==> src/design/mcm_pkg.sv <==
// mcm_pkg: shared types and constants of the metronome click mixer
// register indexes, configuration record, datapath command and status records
// no dependencies
package mcm_pkg;

    localparam int DEFAULT_SINE_TABLE_DEPTH = 1024;
    localparam int DEFAULT_SAMPLE_BITS      = 24;

    localparam int CFG_INDEX_BITS = 3;
    localparam int CFG_DATA_BITS  = 32;

    // multiplier operand width
    localparam int MULW  = 33;
    localparam int PRODW = 2 * MULW;

    localparam logic [31:0] Q30_ONE = 32'd1073741824;
    localparam logic [31:0] C_A1    = 32'd1686629713;
    localparam logic [31:0] C_A3    = 32'd693598669;
    localparam logic [31:0] C_A5    = 32'd85569306;
    localparam logic [31:0] C_A7    = 32'd5026995;
    localparam logic [31:0] C_A9    = 32'd172272;
    localparam logic [31:0] C_A11   = 32'd3863;

    // floor(w / 5) as (w * DIV5_RECIP) >> DIV5_SHIFT, exact below 2^34
    localparam int            DIV5_SHIFT = 35;
    localparam logic [MULW-1:0] DIV5_RECIP = 33'd6871947674;

    localparam logic [31:0] ENV_ONE = 32'd16777216;

    typedef enum logic [CFG_INDEX_BITS-1:0] {
        REG_METRONOME_ENABLE,
        REG_BEATS_PER_BAR,
        REG_BEAT_INCREMENT,
        REG_CLICK_LENGTH,
        REG_CLICK_LENGTH_RECIP,
        REG_PHASE_STEP_DOWNBEAT,
        REG_PHASE_STEP_BEAT
    } reg_index_t;

    typedef struct packed {
        logic        metronome_enable;
        logic [6:0]  beats_per_bar;
        logic [31:0] beat_increment;
        logic [13:0] click_length;
        logic [24:0] click_length_recip;
        logic [30:0] phase_step_downbeat;
        logic [30:0] phase_step_beat;
    } cfg_t;

    typedef enum logic [3:0] {
        OP_IDX,
        OP_TQ,
        OP_TR,
        OP_TDIV,
        OP_Z2,
        OP_H9,
        OP_H7,
        OP_H5,
        OP_H3,
        OP_H1,
        OP_SIN,
        OP_ENV,
        OP_ENV2,
        OP_MAG,
        OP_DIV5
    } op_t;

    typedef struct packed {
        logic load;
        logic mul;
        logic wb;
        logic finish;
        op_t  op;
    } dp_cmd_t;

    typedef struct packed {
        logic click_active;
    } dp_status_t;

endpackage

==> src/design/mcm_in_if.sv <==
// mcm_in_if: input frame channel, one stereo sample with transport flags
// depends on mcm_pkg
interface mcm_in_if #(
    parameter int SAMPLE_BITS = mcm_pkg::DEFAULT_SAMPLE_BITS
);
    logic                          valid;
    logic                          ready;
    logic                          playing;
    logic                          rewind;
    logic signed [SAMPLE_BITS-1:0] left_in;
    logic signed [SAMPLE_BITS-1:0] right_in;

    modport source (output valid, playing, rewind, left_in, right_in, input ready);
    modport sink (input valid, playing, rewind, left_in, right_in, output ready);
endinterface

==> src/design/mcm_out_if.sv <==
// mcm_out_if: result channel, mixed stereo sample and click flags
// depends on mcm_pkg
interface mcm_out_if #(
    parameter int SAMPLE_BITS = mcm_pkg::DEFAULT_SAMPLE_BITS
);
    logic                          valid;
    logic                          ready;
    logic signed [SAMPLE_BITS-1:0] left_out;
    logic signed [SAMPLE_BITS-1:0] right_out;
    logic                          click_start;
    logic                          downbeat;

    modport source (output valid, left_out, right_out, click_start, downbeat, input ready);
    modport sink (input valid, left_out, right_out, click_start, downbeat, output ready);
endinterface

==> src/design/mcm_cfg_if.sv <==
// mcm_cfg_if: configuration write channel, register index and data
// depends on mcm_pkg
interface mcm_cfg_if;
    logic                               valid;
    logic                               ready;
    logic [mcm_pkg::CFG_INDEX_BITS-1:0] index;
    logic [mcm_pkg::CFG_DATA_BITS-1:0]  data;

    modport source (output valid, index, data, input ready);
    modport sink (input valid, index, data, output ready);
endinterface

==> src/design/mcm_cfg.sv <==
// mcm_cfg: configuration register file of the metronome click mixer
// depends on mcm_pkg and mcm_cfg_if
module mcm_cfg (
    input  logic            clk,
    input  logic            rst_n,
    mcm_cfg_if.sink         cfg,
    output mcm_pkg::cfg_t   regs
);
    import mcm_pkg::*;

    cfg_t regs_reg;

    assign cfg.ready = 1'b1;
    assign regs      = regs_reg;

    always_ff @(posedge clk or negedge rst_n)
    begin
        if (!rst_n)
        begin
            regs_reg.metronome_enable    <= 1'b0;
            regs_reg.beats_per_bar       <= 7'd4;
            regs_reg.beat_increment      <= 32'd178957;
            regs_reg.click_length        <= 14'd1440;
            regs_reg.click_length_recip  <= 25'd11650;
            regs_reg.phase_step_downbeat <= 31'd140302264;
            regs_reg.phase_step_beat     <= 31'd93639235;
        end
        else if (cfg.valid)
        begin
            case (reg_index_t'(cfg.index))
                REG_METRONOME_ENABLE:    regs_reg.metronome_enable    <= cfg.data[0];
                REG_BEATS_PER_BAR:       regs_reg.beats_per_bar       <= cfg.data[6:0];
                REG_BEAT_INCREMENT:      regs_reg.beat_increment      <= cfg.data[31:0];
                REG_CLICK_LENGTH:        regs_reg.click_length        <= cfg.data[13:0];
                REG_CLICK_LENGTH_RECIP:  regs_reg.click_length_recip  <= cfg.data[24:0];
                REG_PHASE_STEP_DOWNBEAT: regs_reg.phase_step_downbeat <= cfg.data[30:0];
                REG_PHASE_STEP_BEAT:     regs_reg.phase_step_beat     <= cfg.data[30:0];
                default:                 regs_reg                     <= regs_reg;
            endcase
        end
    end

endmodule

==> src/design/mcm_dp.sv <==
// mcm_dp: datapath, beat tracking, shared 33x33 multiplier, sine polynomial,
// envelope, click scaling and saturating mix; depends on mcm_pkg
module mcm_dp #(
    parameter int SINE_TABLE_DEPTH = mcm_pkg::DEFAULT_SINE_TABLE_DEPTH,
    parameter int SAMPLE_BITS      = mcm_pkg::DEFAULT_SAMPLE_BITS
) (
    input  logic                          clk,
    input  logic                          rst_n,
    input  mcm_pkg::dp_cmd_t              cmd,
    output mcm_pkg::dp_status_t           status,
    input  mcm_pkg::cfg_t                 regs,
    input  logic                          playing,
    input  logic                          rewind,
    input  logic signed [SAMPLE_BITS-1:0] left_in,
    input  logic signed [SAMPLE_BITS-1:0] right_in,
    output logic signed [SAMPLE_BITS-1:0] left_out,
    output logic signed [SAMPLE_BITS-1:0] right_out,
    output logic                          click_start,
    output logic                          downbeat
);
    import mcm_pkg::*;

    localparam int IDXW = $clog2(SINE_TABLE_DEPTH);
    localparam int N2W  = 2 * IDXW;
    localparam longint TQ  = (longint'(1) << 32) / SINE_TABLE_DEPTH;
    localparam longint TR  = (longint'(1) << 32) % SINE_TABLE_DEPTH;
    localparam int     RSH = 3 * IDXW + 1;
    localparam longint RM  = ((longint'(1) << RSH) + SINE_TABLE_DEPTH - 1) / SINE_TABLE_DEPTH;
    localparam int UPSH = (SAMPLE_BITS >= 30) ? SAMPLE_BITS - 30 : 0;
    localparam int DNSH = (SAMPLE_BITS >= 30) ? 0 : 30 - SAMPLE_BITS;
    localparam int MAGW = SAMPLE_BITS - 1;
    localparam logic signed [SAMPLE_BITS+1:0] SAT_HI = $signed({3'b000, {(SAMPLE_BITS-1){1'b1}}});
    localparam logic signed [SAMPLE_BITS+1:0] SAT_LO = $signed({3'b111, {(SAMPLE_BITS-1){1'b0}}});

    function automatic logic signed [33:0] horner_coef(input op_t op);
        case (op)
            OP_H9:   return $signed({2'b00, C_A9});
            OP_H7:   return -$signed({2'b00, C_A7});
            OP_H5:   return $signed({2'b00, C_A5});
            OP_H3:   return -$signed({2'b00, C_A3});
            OP_H1:   return $signed({2'b00, C_A1});
            default: return '0;
        endcase
    endfunction

    function automatic logic signed [SAMPLE_BITS-1:0] saturate(
        input logic signed [SAMPLE_BITS+1:0] v
    );
        if (v > SAT_HI)
            return SAT_HI[SAMPLE_BITS-1:0];
        else if (v < SAT_LO)
            return SAT_LO[SAMPLE_BITS-1:0];
        else
            return v[SAMPLE_BITS-1:0];
    endfunction

    // frame state
    logic [47:0] pos_reg;
    logic [6:0]  bar_reg;
    logic [13:0] samples_reg;
    logic [31:0] phase_reg;
    logic [31:0] step_reg;

    // working registers
    logic                          started_reg;
    logic                          down_reg;
    logic signed [SAMPLE_BITS-1:0] left_reg;
    logic signed [SAMPLE_BITS-1:0] right_reg;
    logic [PRODW-1:0]              prod_reg;
    logic [IDXW-1:0]               idx_reg;
    logic [31:0]                   t_reg;
    logic [N2W-1:0]                n2_reg;
    logic [1:0]                    quad_reg;
    logic [30:0]                   z_reg;
    logic [30:0]                   z2_reg;
    logic [31:0]                   acc_mag_reg;
    logic                          acc_neg_reg;
    logic [30:0]                   as_reg;
    logic [24:0]                   env_reg;
    logic [24:0]                   env2_reg;
    logic [30:0]                   m_reg;
    logic [MAGW-1:0]               mag_reg;

    // result registers
    logic signed [SAMPLE_BITS-1:0] left_out_reg;
    logic signed [SAMPLE_BITS-1:0] right_out_reg;
    logic                          click_start_reg;
    logic                          downbeat_reg;

    // beat tracking
    logic [47:0] pos0;
    logic [6:0]  bar0;
    logic [47:0] pos_adv;
    logic        crossing;
    logic [6:0]  bar_eff;
    logic [7:0]  bar_inc;
    logic [6:0]  bar1;
    logic        wanted;
    logic        started;
    logic        down;

    always_comb
    begin
        pos0     = rewind ? '0 : pos_reg;
        bar0     = rewind ? '0 : bar_reg;
        pos_adv  = pos0 + 48'(regs.beat_increment);
        crossing = playing && (pos_adv[47:32] != pos0[47:32]);
        bar_eff  = (regs.beats_per_bar == '0) ? 7'd1 : regs.beats_per_bar;
        bar_inc  = {1'b0, bar0} + 8'd1;
        if (crossing)
            bar1 = (bar_inc >= {1'b0, bar_eff}) ? '0 : bar_inc[6:0];
        else
            bar1 = bar0;
        wanted  = playing && regs.metronome_enable;
        started = wanted && (crossing || (pos0 == '0));
        down    = (bar1 == '0);
    end

    // multiplier operands
    logic [MULW-1:0]  mul_a;
    logic [MULW-1:0]  mul_b;
    logic [PRODW-1:0] prod_full;
    logic [MULW-1:0]  div5_in;

    assign div5_in = (MULW'(m_reg) << UPSH) >> DNSH;

    always_comb
    begin
        case (cmd.op)
            OP_IDX:
            begin
                mul_a = MULW'(phase_reg);
                mul_b = MULW'(SINE_TABLE_DEPTH);
            end
            OP_TQ:
            begin
                mul_a = MULW'(idx_reg);
                mul_b = MULW'(TQ);
            end
            OP_TR:
            begin
                mul_a = MULW'(idx_reg);
                mul_b = MULW'(TR);
            end
            OP_TDIV:
            begin
                mul_a = MULW'(n2_reg);
                mul_b = MULW'(RM);
            end
            OP_Z2:
            begin
                mul_a = MULW'(z_reg);
                mul_b = MULW'(z_reg);
            end
            OP_H9, OP_H7, OP_H5, OP_H3, OP_H1:
            begin
                mul_a = MULW'(acc_mag_reg);
                mul_b = MULW'(z2_reg);
            end
            OP_SIN:
            begin
                mul_a = MULW'(acc_mag_reg);
                mul_b = MULW'(z_reg);
            end
            OP_ENV:
            begin
                mul_a = MULW'(samples_reg);
                mul_b = MULW'(regs.click_length_recip);
            end
            OP_ENV2:
            begin
                mul_a = MULW'(env_reg);
                mul_b = MULW'(env_reg);
            end
            OP_MAG:
            begin
                mul_a = MULW'(as_reg);
                mul_b = MULW'(env2_reg);
            end
            OP_DIV5:
            begin
                mul_a = div5_in;
                mul_b = DIV5_RECIP;
            end
            default:
            begin
                mul_a = '0;
                mul_b = '0;
            end
        endcase
    end

    assign prod_full = mul_a * mul_b;

    // write-back helpers
    logic [31:0]        t_sum;
    logic [31:0]        prod_q30;
    logic signed [33:0] horner_term;
    logic signed [33:0] horner_sum;
    logic signed [33:0] horner_abs;

    always_comb
    begin
        t_sum       = t_reg + 32'(prod_reg[RSH +: IDXW]);
        prod_q30    = prod_reg[30 +: 32];
        horner_term = acc_neg_reg ? -$signed({2'b00, prod_q30}) : $signed({2'b00, prod_q30});
        horner_sum  = horner_coef(cmd.op) + horner_term;
        horner_abs  = horner_sum[33] ? -horner_sum : horner_sum;
    end

    // mix
    logic                          click_active;
    logic signed [SAMPLE_BITS-1:0] click_mag;
    logic signed [SAMPLE_BITS-1:0] click_val;
    logic signed [SAMPLE_BITS+1:0] left_sum;
    logic signed [SAMPLE_BITS+1:0] right_sum;

    always_comb
    begin
        click_active = (samples_reg != '0);
        click_mag    = $signed({1'b0, mag_reg});
        if (!click_active)
            click_val = '0;
        else if (quad_reg[1])
            click_val = -click_mag;
        else
            click_val = click_mag;
        left_sum  = (SAMPLE_BITS+2)'(left_reg) + (SAMPLE_BITS+2)'(click_val);
        right_sum = (SAMPLE_BITS+2)'(right_reg) + (SAMPLE_BITS+2)'(click_val);
    end

    assign status.click_active = click_active;

    always_ff @(posedge clk or negedge rst_n)
    begin
        if (!rst_n)
        begin
            pos_reg     <= '0;
            bar_reg     <= '0;
            samples_reg <= '0;
            phase_reg   <= '0;
            step_reg    <= '0;
        end
        else if (cmd.load)
        begin
            pos_reg <= playing ? pos_adv : pos0;
            bar_reg <= bar1;
            if (started)
            begin
                samples_reg <= regs.click_length;
                phase_reg   <= '0;
                step_reg    <= {1'b0, down ? regs.phase_step_downbeat : regs.phase_step_beat};
            end
        end
        else if (cmd.finish && click_active)
        begin
            phase_reg   <= phase_reg + step_reg;
            samples_reg <= samples_reg - 14'd1;
        end
    end

    always_ff @(posedge clk)
    begin
        if (cmd.load)
        begin
            started_reg <= started;
            down_reg    <= started && down;
            left_reg    <= left_in;
            right_reg   <= right_in;
        end
        if (cmd.mul)
            prod_reg <= prod_full;
        if (cmd.wb)
        begin
            case (cmd.op)
                OP_IDX:  idx_reg <= prod_reg[32 +: IDXW];
                OP_TQ:   t_reg   <= prod_reg[31:0];
                OP_TR:   n2_reg  <= prod_reg[N2W-1:0];
                OP_TDIV:
                begin
                    quad_reg    <= t_sum[31:30];
                    z_reg       <= t_sum[30] ? (Q30_ONE[30:0] - {1'b0, t_sum[29:0]})
                                             : {1'b0, t_sum[29:0]};
                    acc_mag_reg <= C_A11;
                    acc_neg_reg <= 1'b1;
                end
                OP_Z2:   z2_reg <= prod_reg[30 +: 31];
                OP_H9, OP_H7, OP_H5, OP_H3, OP_H1:
                begin
                    acc_mag_reg <= horner_abs[31:0];
                    acc_neg_reg <= horner_sum[33];
                end
                OP_SIN:
                begin
                    if (acc_neg_reg)
                        as_reg <= '0;
                    else if (prod_q30 > Q30_ONE)
                        as_reg <= Q30_ONE[30:0];
                    else
                        as_reg <= prod_q30[30:0];
                end
                OP_ENV:
                begin
                    if (prod_reg > PRODW'(ENV_ONE))
                        env_reg <= ENV_ONE[24:0];
                    else
                        env_reg <= prod_reg[24:0];
                end
                OP_ENV2: env2_reg <= prod_reg[24 +: 25];
                OP_MAG:  m_reg    <= prod_reg[24 +: 31];
                OP_DIV5: mag_reg  <= prod_reg[DIV5_SHIFT +: MAGW];
                default: mag_reg  <= mag_reg;
            endcase
        end
        if (cmd.finish)
        begin
            left_out_reg    <= saturate(left_sum);
            right_out_reg   <= saturate(right_sum);
            click_start_reg <= started_reg;
            downbeat_reg    <= down_reg;
        end
    end

    assign left_out    = left_out_reg;
    assign right_out   = right_out_reg;
    assign click_start = click_start_reg;
    assign downbeat    = downbeat_reg;

endmodule

==> src/design/mcm_ctrl.sv <==
// mcm_ctrl: controller, sequences load, multiply, write-back and mix steps and
// holds the result valid flag; depends on mcm_pkg
module mcm_ctrl (
    input  logic                clk,
    input  logic                rst_n,
    input  logic                frame_valid,
    output logic                frame_ready,
    output logic                result_valid,
    input  logic                result_ready,
    input  mcm_pkg::dp_status_t status,
    output mcm_pkg::dp_cmd_t    cmd
);
    import mcm_pkg::*;

    typedef enum logic [2:0] {
        S_IDLE,
        S_CHECK,
        S_MUL,
        S_WB,
        S_MIX
    } state_t;

    localparam logic [3:0] LAST_STEP = 4'd14;

    function automatic op_t op_at(input logic [3:0] step);
        case (step)
            4'd0:    return OP_IDX;
            4'd1:    return OP_TQ;
            4'd2:    return OP_TR;
            4'd3:    return OP_TDIV;
            4'd4:    return OP_Z2;
            4'd5:    return OP_H9;
            4'd6:    return OP_H7;
            4'd7:    return OP_H5;
            4'd8:    return OP_H3;
            4'd9:    return OP_H1;
            4'd10:   return OP_SIN;
            4'd11:   return OP_ENV;
            4'd12:   return OP_ENV2;
            4'd13:   return OP_MAG;
            default: return OP_DIV5;
        endcase
    endfunction

    state_t     state_reg;
    logic [3:0] step_reg;
    logic       out_valid_reg;
    logic       out_free;

    assign out_free     = !out_valid_reg || result_ready;
    assign frame_ready  = (state_reg == S_IDLE);
    assign result_valid = out_valid_reg;

    always_comb
    begin
        cmd.load   = (state_reg == S_IDLE) && frame_valid;
        cmd.mul    = (state_reg == S_MUL);
        cmd.wb     = (state_reg == S_WB);
        cmd.finish = (state_reg == S_MIX) && out_free;
        cmd.op     = op_at(step_reg);
    end

    always_ff @(posedge clk or negedge rst_n)
    begin
        if (!rst_n)
        begin
            state_reg     <= S_IDLE;
            step_reg      <= '0;
            out_valid_reg <= 1'b0;
        end
        else
        begin
            if (cmd.finish)
                out_valid_reg <= 1'b1;
            else if (result_ready)
                out_valid_reg <= 1'b0;
            case (state_reg)
                S_IDLE:
                begin
                    if (frame_valid)
                        state_reg <= S_CHECK;
                end
                S_CHECK:
                begin
                    step_reg  <= '0;
                    state_reg <= status.click_active ? S_MUL : S_MIX;
                end
                S_MUL:
                begin
                    state_reg <= S_WB;
                end
                S_WB:
                begin
                    if (step_reg == LAST_STEP)
                        state_reg <= S_MIX;
                    else
                    begin
                        step_reg  <= step_reg + 4'd1;
                        state_reg <= S_MUL;
                    end
                end
                S_MIX:
                begin
                    if (out_free)
                        state_reg <= S_IDLE;
                end
                default:
                begin
                    state_reg <= S_IDLE;
                end
            endcase
        end
    end

endmodule

==> src/design/metronome_click_mixer_unit.sv <==
// metronome_click_mixer_unit: one frame at a time; while a click sounds a frame takes
// 15 products on the one shared multiplier, each a multiply step then a write-back step,
// and none when no click sounds; the next frame is accepted in the cycle after the result
// is written, and a finished result waits in the output register meanwhile
// rst_n clears beat position, bar count, click state and configuration registers to their defaults
// depends on mcm_pkg, mcm_in_if, mcm_out_if, mcm_cfg_if, mcm_cfg, mcm_ctrl, mcm_dp
module metronome_click_mixer_unit #(
    parameter int SINE_TABLE_DEPTH = mcm_pkg::DEFAULT_SINE_TABLE_DEPTH,
    parameter int SAMPLE_BITS      = mcm_pkg::DEFAULT_SAMPLE_BITS
) (
    input logic       clk,
    input logic       rst_n,
    mcm_in_if.sink    frame,
    mcm_out_if.source result,
    mcm_cfg_if.sink   cfg
);
    import mcm_pkg::*;

    cfg_t       regs;
    dp_cmd_t    cmd;
    dp_status_t status;

    mcm_cfg u_cfg (
        .clk   (clk),
        .rst_n (rst_n),
        .cfg   (cfg),
        .regs  (regs)
    );

    mcm_ctrl u_ctrl (
        .clk          (clk),
        .rst_n        (rst_n),
        .frame_valid  (frame.valid),
        .frame_ready  (frame.ready),
        .result_valid (result.valid),
        .result_ready (result.ready),
        .status       (status),
        .cmd          (cmd)
    );

    mcm_dp #(
        .SINE_TABLE_DEPTH (SINE_TABLE_DEPTH),
        .SAMPLE_BITS      (SAMPLE_BITS)
    ) u_dp (
        .clk         (clk),
        .rst_n       (rst_n),
        .cmd         (cmd),
        .status      (status),
        .regs        (regs),
        .playing     (frame.playing),
        .rewind      (frame.rewind),
        .left_in     (frame.left_in),
        .right_in    (frame.right_in),
        .left_out    (result.left_out),
        .right_out   (result.right_out),
        .click_start (result.click_start),
        .downbeat    (result.downbeat)
    );

endmodule
==> src/flat_wrapper.sv <==
// flat-port wrapper written by rule: the top's interface ports become plain ports
module metronome_click_mixer_unit_flat import mcm_pkg::*;
#(
    parameter int SINE_TABLE_DEPTH = mcm_pkg::DEFAULT_SINE_TABLE_DEPTH,
    parameter int SAMPLE_BITS      = mcm_pkg::DEFAULT_SAMPLE_BITS
)
  (clk, rst_n, frame_valid, frame_playing, frame_rewind, frame_left_in, frame_right_in, frame_ready, result_valid, result_left_out, result_right_out, result_click_start, result_downbeat, result_ready, cfg_valid, cfg_index, cfg_data, cfg_ready);
  mcm_in_if #(.SAMPLE_BITS(SAMPLE_BITS)) frame_i ();
  mcm_out_if #(.SAMPLE_BITS(SAMPLE_BITS)) result_i ();
  mcm_cfg_if cfg_i ();
  input logic clk;
  input logic rst_n;
  input wire logic [$bits(frame_i.valid)-1:0] frame_valid;
  input wire logic [$bits(frame_i.playing)-1:0] frame_playing;
  input wire logic [$bits(frame_i.rewind)-1:0] frame_rewind;
  input wire logic [$bits(frame_i.left_in)-1:0] frame_left_in;
  input wire logic [$bits(frame_i.right_in)-1:0] frame_right_in;
  output wire logic [$bits(frame_i.ready)-1:0] frame_ready;
  output wire logic [$bits(result_i.valid)-1:0] result_valid;
  output wire logic [$bits(result_i.left_out)-1:0] result_left_out;
  output wire logic [$bits(result_i.right_out)-1:0] result_right_out;
  output wire logic [$bits(result_i.click_start)-1:0] result_click_start;
  output wire logic [$bits(result_i.downbeat)-1:0] result_downbeat;
  input wire logic [$bits(result_i.ready)-1:0] result_ready;
  input wire logic [$bits(cfg_i.valid)-1:0] cfg_valid;
  input wire logic [$bits(cfg_i.index)-1:0] cfg_index;
  input wire logic [$bits(cfg_i.data)-1:0] cfg_data;
  output wire logic [$bits(cfg_i.ready)-1:0] cfg_ready;
  assign frame_i.valid = frame_valid;
  assign frame_i.playing = frame_playing;
  assign frame_i.rewind = frame_rewind;
  assign frame_i.left_in = frame_left_in;
  assign frame_i.right_in = frame_right_in;
  assign frame_ready = frame_i.ready;
  assign result_valid = result_i.valid;
  assign result_left_out = result_i.left_out;
  assign result_right_out = result_i.right_out;
  assign result_click_start = result_i.click_start;
  assign result_downbeat = result_i.downbeat;
  assign result_i.ready = result_ready;
  assign cfg_i.valid = cfg_valid;
  assign cfg_i.index = cfg_index;
  assign cfg_i.data = cfg_data;
  assign cfg_ready = cfg_i.ready;
  metronome_click_mixer_unit #(.SINE_TABLE_DEPTH(SINE_TABLE_DEPTH), .SAMPLE_BITS(SAMPLE_BITS)) u_core (.clk(clk), .rst_n(rst_n), .frame(frame_i), .result(result_i), .cfg(cfg_i));
endmodule
==> config.mk <==
export PLATFORM = sky130hd
export DESIGN_NAME = metronome_click_mixer_unit_flat
export DESIGN_NICKNAME = d
export VERILOG_FILES = /design/src/design/mcm_pkg.sv /design/src/design/mcm_in_if.sv /design/src/design/mcm_out_if.sv /design/src/design/mcm_cfg_if.sv /design/src/design/mcm_cfg.sv /design/src/design/mcm_dp.sv /design/src/design/mcm_ctrl.sv /design/src/design/metronome_click_mixer_unit.sv /design/src/flat_wrapper.sv
export SDC_FILE = /design/constraint.sdc
export NUM_CORES = 2
export LEC_CHECK = 0
export BUFFER_PORTS_ARGS = -buffer_cell sky130_fd_sc_hd__buf_2
export CAP_MARGIN = 5
export CORE_MARGIN = 5
export CORE_UTILIZATION = 47
export CTS_CLUSTER_DIAMETER = 200
export DETAILED_ROUTE_END_ITERATION = 10
export GPL_ROUTABILITY_DRIVEN = 0
export PLACE_DENSITY_LB_ADDON = 0.2
export SLEW_MARGIN = 20
export SYNTH_ARGS = -nofsm -noshare
export SYNTH_HDL_FRONTEND = slang
export SYNTH_HIERARCHICAL = 1
export SYNTH_SLANG_ARGS = --single-unit
==> constraint.sdc <==
create_clock -name clk -period 12.25 [get_ports clk]
set_input_delay 0.6125 -clock clk [delete_from_list [all_inputs] [get_ports clk]]
set_output_delay 0.6125 -clock clk [all_outputs]
set_load 0.02 [all_outputs]
==> reports/metrics.cfg <==
[timing]
setup_tns_ns=0
period_minus_slack_ns=11.94
finalHoldViolations=0
slew_violations=0
maxSlewHeadroom=0.220
fmax_mhz=83.7
clock-skew-final_ns=0.0574
tightest_slew_ns=1.16
rsz0062_at_grt=false
period_share=0.975
setup_viol=0

[global_route]
gr-total-overflow=0
grt_usage=0.302
grt_pass1_vias=58059
antenna_found_initial=21
grt_pass1_wl_um=369000
grt_max_degree=161

[worst_setup_path]
cp-start-kind=register
cp_common_cell=fa_1
cp.arrival_ns=12.35
cp_top_family=adder cells
endpoint_kind=register
crit_type=register to register
cp_slowest_cell=a221oi_4
crit_fanout=22
cp.required_ns=12.66
critPathMaxStageDelay_ns=0.71
path_buf_inv=7

[floorplan]
die-area_um2=164000
start_util=0.474
row_count=144
core_area_um2=154000
die_w_um=405
ios=143
die_y_um=405

[cts]
cts_tree=yes
cts_root_buf=clkbuf_16
hold_buffers=0
clockBufferDepth=3
htree_levels=3
cts_buffers=77
cts.clk_slew.worst_paths_ns=0.06
insertion_delay_ns=0.71
postCtsSetupRepairBufs=0
cts_sinks=734
ctsResizeCount=0

[yosys]
ys_types=104
async_flop_share=0.383
avgSynthCellArea_um2=9.81
synth_edf_count=453
synth.area.top_cells=fa_1 (25%), edfxtp_1 (19%), dfrtp_1 (8.0%)
synth_top_area_share=0.255
synth.largest_area_cell=fa_1
yosys_warnings=6
synth_flop_cell=edfxtp_1
netlist_instances=7465
ys_ff_latch=734
synth_area_um2=73200
ys_seq_area_frac=0.283

[cells_and_area]
area_delta_synth_final_pct=9.05
fill_cells=13995
largest_reg_flops=141
finalNetCount=9013
final_layout_size_suffix_gt1_frac=0.103

[worst_hold_path]
hold_class=primary input to asynchronous set/reset pin

[placement]
port_buffers=141
hpwlAfterDp_um=192000

[routing]
antenna_left=0
drt_iter0_markers=6276
drt_first_pass_iters=7
vias=57835
drt_wl_total_um=247000
wl_per_cell_um=25.5
vias_per_cell=5.98
drc_errors=0

[outcome]
status=completed

[run]
maxCapViolCount=0

## logic make-up after synthesis
family / Yosys count / share of synthesized area
DFF: 734 / 0.283
other: 3 / 0.000154
and+or+nand+nor: 2319 / 0.144
xor gates and xnor gates: 306 / 0.0366
buffers and inverters: 1404 / 0.0733
muxes: 156 / 0.0263
AOI/OAI and AO/OA: 1167 / 0.107
adders and majority gates: 1376 / 0.330
## synthesized netlist by cell type, drive strengths merged (30+ instances only)
cell type / count
or3: 35
inv: 1052
buf: 40
and3: 49
mux2: 143
a221o: 32
nor2b: 57
nor4: 51
nand2b: 64
nand2: 810
nor3: 87
a21o: 123
a22oi: 59
ha: 438
nand4: 53
a211oi: 35
clkbuf: 312
xor2: 129
edfxtp: 453
o31ai: 30
and2: 104
dfrtp: 233
dfstp: 48
o21ai: 265
a21oi: 254
fa: 932
xnor2: 177
nand3: 151
a31oi: 66
a221oi: 49
nor2: 758
## path summary, 6_finish.rpt
kind | from | end | slack [ns] | depth (start not counted)
min reg2reg | u_core/u_dp/down_reg$_DFFE_PP_ | u_core/u_dp/downbeat$_DFFE_PP_ | 0.46 | 0
max | u_core/u_ctrl/step_reg[1]$_DFFE_PN0P_ | u_core/u_dp/prod_reg[49]$_DFFE_PP_ | 0.31 | 35
max in group asynchronous | rst_n | u_core/u_dp/phase_reg[4]$_DFFE_PN0P_ | 10.80 | 2
min | rst_n | u_core/u_dp/pos_reg[25]$_DFFE_PN0P_ | 0.04 | 1
max reg2reg | u_core/u_ctrl/step_reg[1]$_DFFE_PN0P_ | u_core/u_dp/prod_reg[49]$_DFFE_PP_ | 0.31 | 35
min in group clk | frame_left_in[5] | u_core/u_dp/left_reg[5]$_DFFE_PP_ | 0.09 | 1
## per-layer routing
layer / GRT usage / share of wire / up-vias
met5: 0 / 0.00015 / -
met4: 0.140 / 0.056 / 6
met3: 0.0807 / 0.11 / 670
met2: 0.451 / 0.43 / 2978
met1: 0.412 / 0.40 / 29250
li1: - / - / 24931
## cell usage in the layout, fill, tap and decap left out, drive strengths merged, types with 26 or more instances in the layout
master and n:
a22oi 59, xnor2 177, or2 26, nor2 758, xor2 129, fa 932
nand3 151, buf 348, dfrtp 233, and3 49, edfxtp 453, o21bai 26
or3 35, and2 104, clkinv 34, clkbuf 94, nand2 810, a211oi 35
a31oi 66, o21ai 265, nor3 87, nand4 53, a21o 123, mux2 143
o31ai 30, ha 438, nand2b 64, a221oi 49, a21oi 254, inv 1055
nor2b 57, a221o 32, nor4 51, dfstp 48
## metrics by stage
stage | setup slack [ns] | hold slack (ns) | utilization | std cells | cell area (µm²)
finish | 0.307 | 0.0367 | 0.517 | 9671 | 79800
global route | 0.0107 | 0.0596 | 0.517 | 9661 | 79800
CTS | 0.509 | 0.0504 | 0.516 | 9657 | 79700
detailed placement | 0.572 | 0.453 | 0.499 | 9517 | 77100
global placement | 0.823 | 0.455 | 0.499 | 9517 | 77100
floorplan | 2.14 | 0.317 | - | 7478 | 73300
## layout make-up
| class | count | area, µm² | share of cell area |
|---|---|---|---|
| clock inverters | 46 | 561 | 0.00702 |
| diodes | 13 | 32.5 | 0.000407 |
| well taps | 2044 | 2560 | 0.0320 |
| repair buffers | 348 | 2290 | 0.0287 |
| clock buffers | 94 | 2050 | 0.0257 |
| multi-input cells | 5340 | 47700 | 0.597 |
| flip-flops and latches | 734 | 20700 | 0.259 |
| inverters | 1052 | 3950 | 0.0495 |
Power is not shown: default switching activity piles up to over one toggle a cycle in this logic, so the estimate is an artifact.
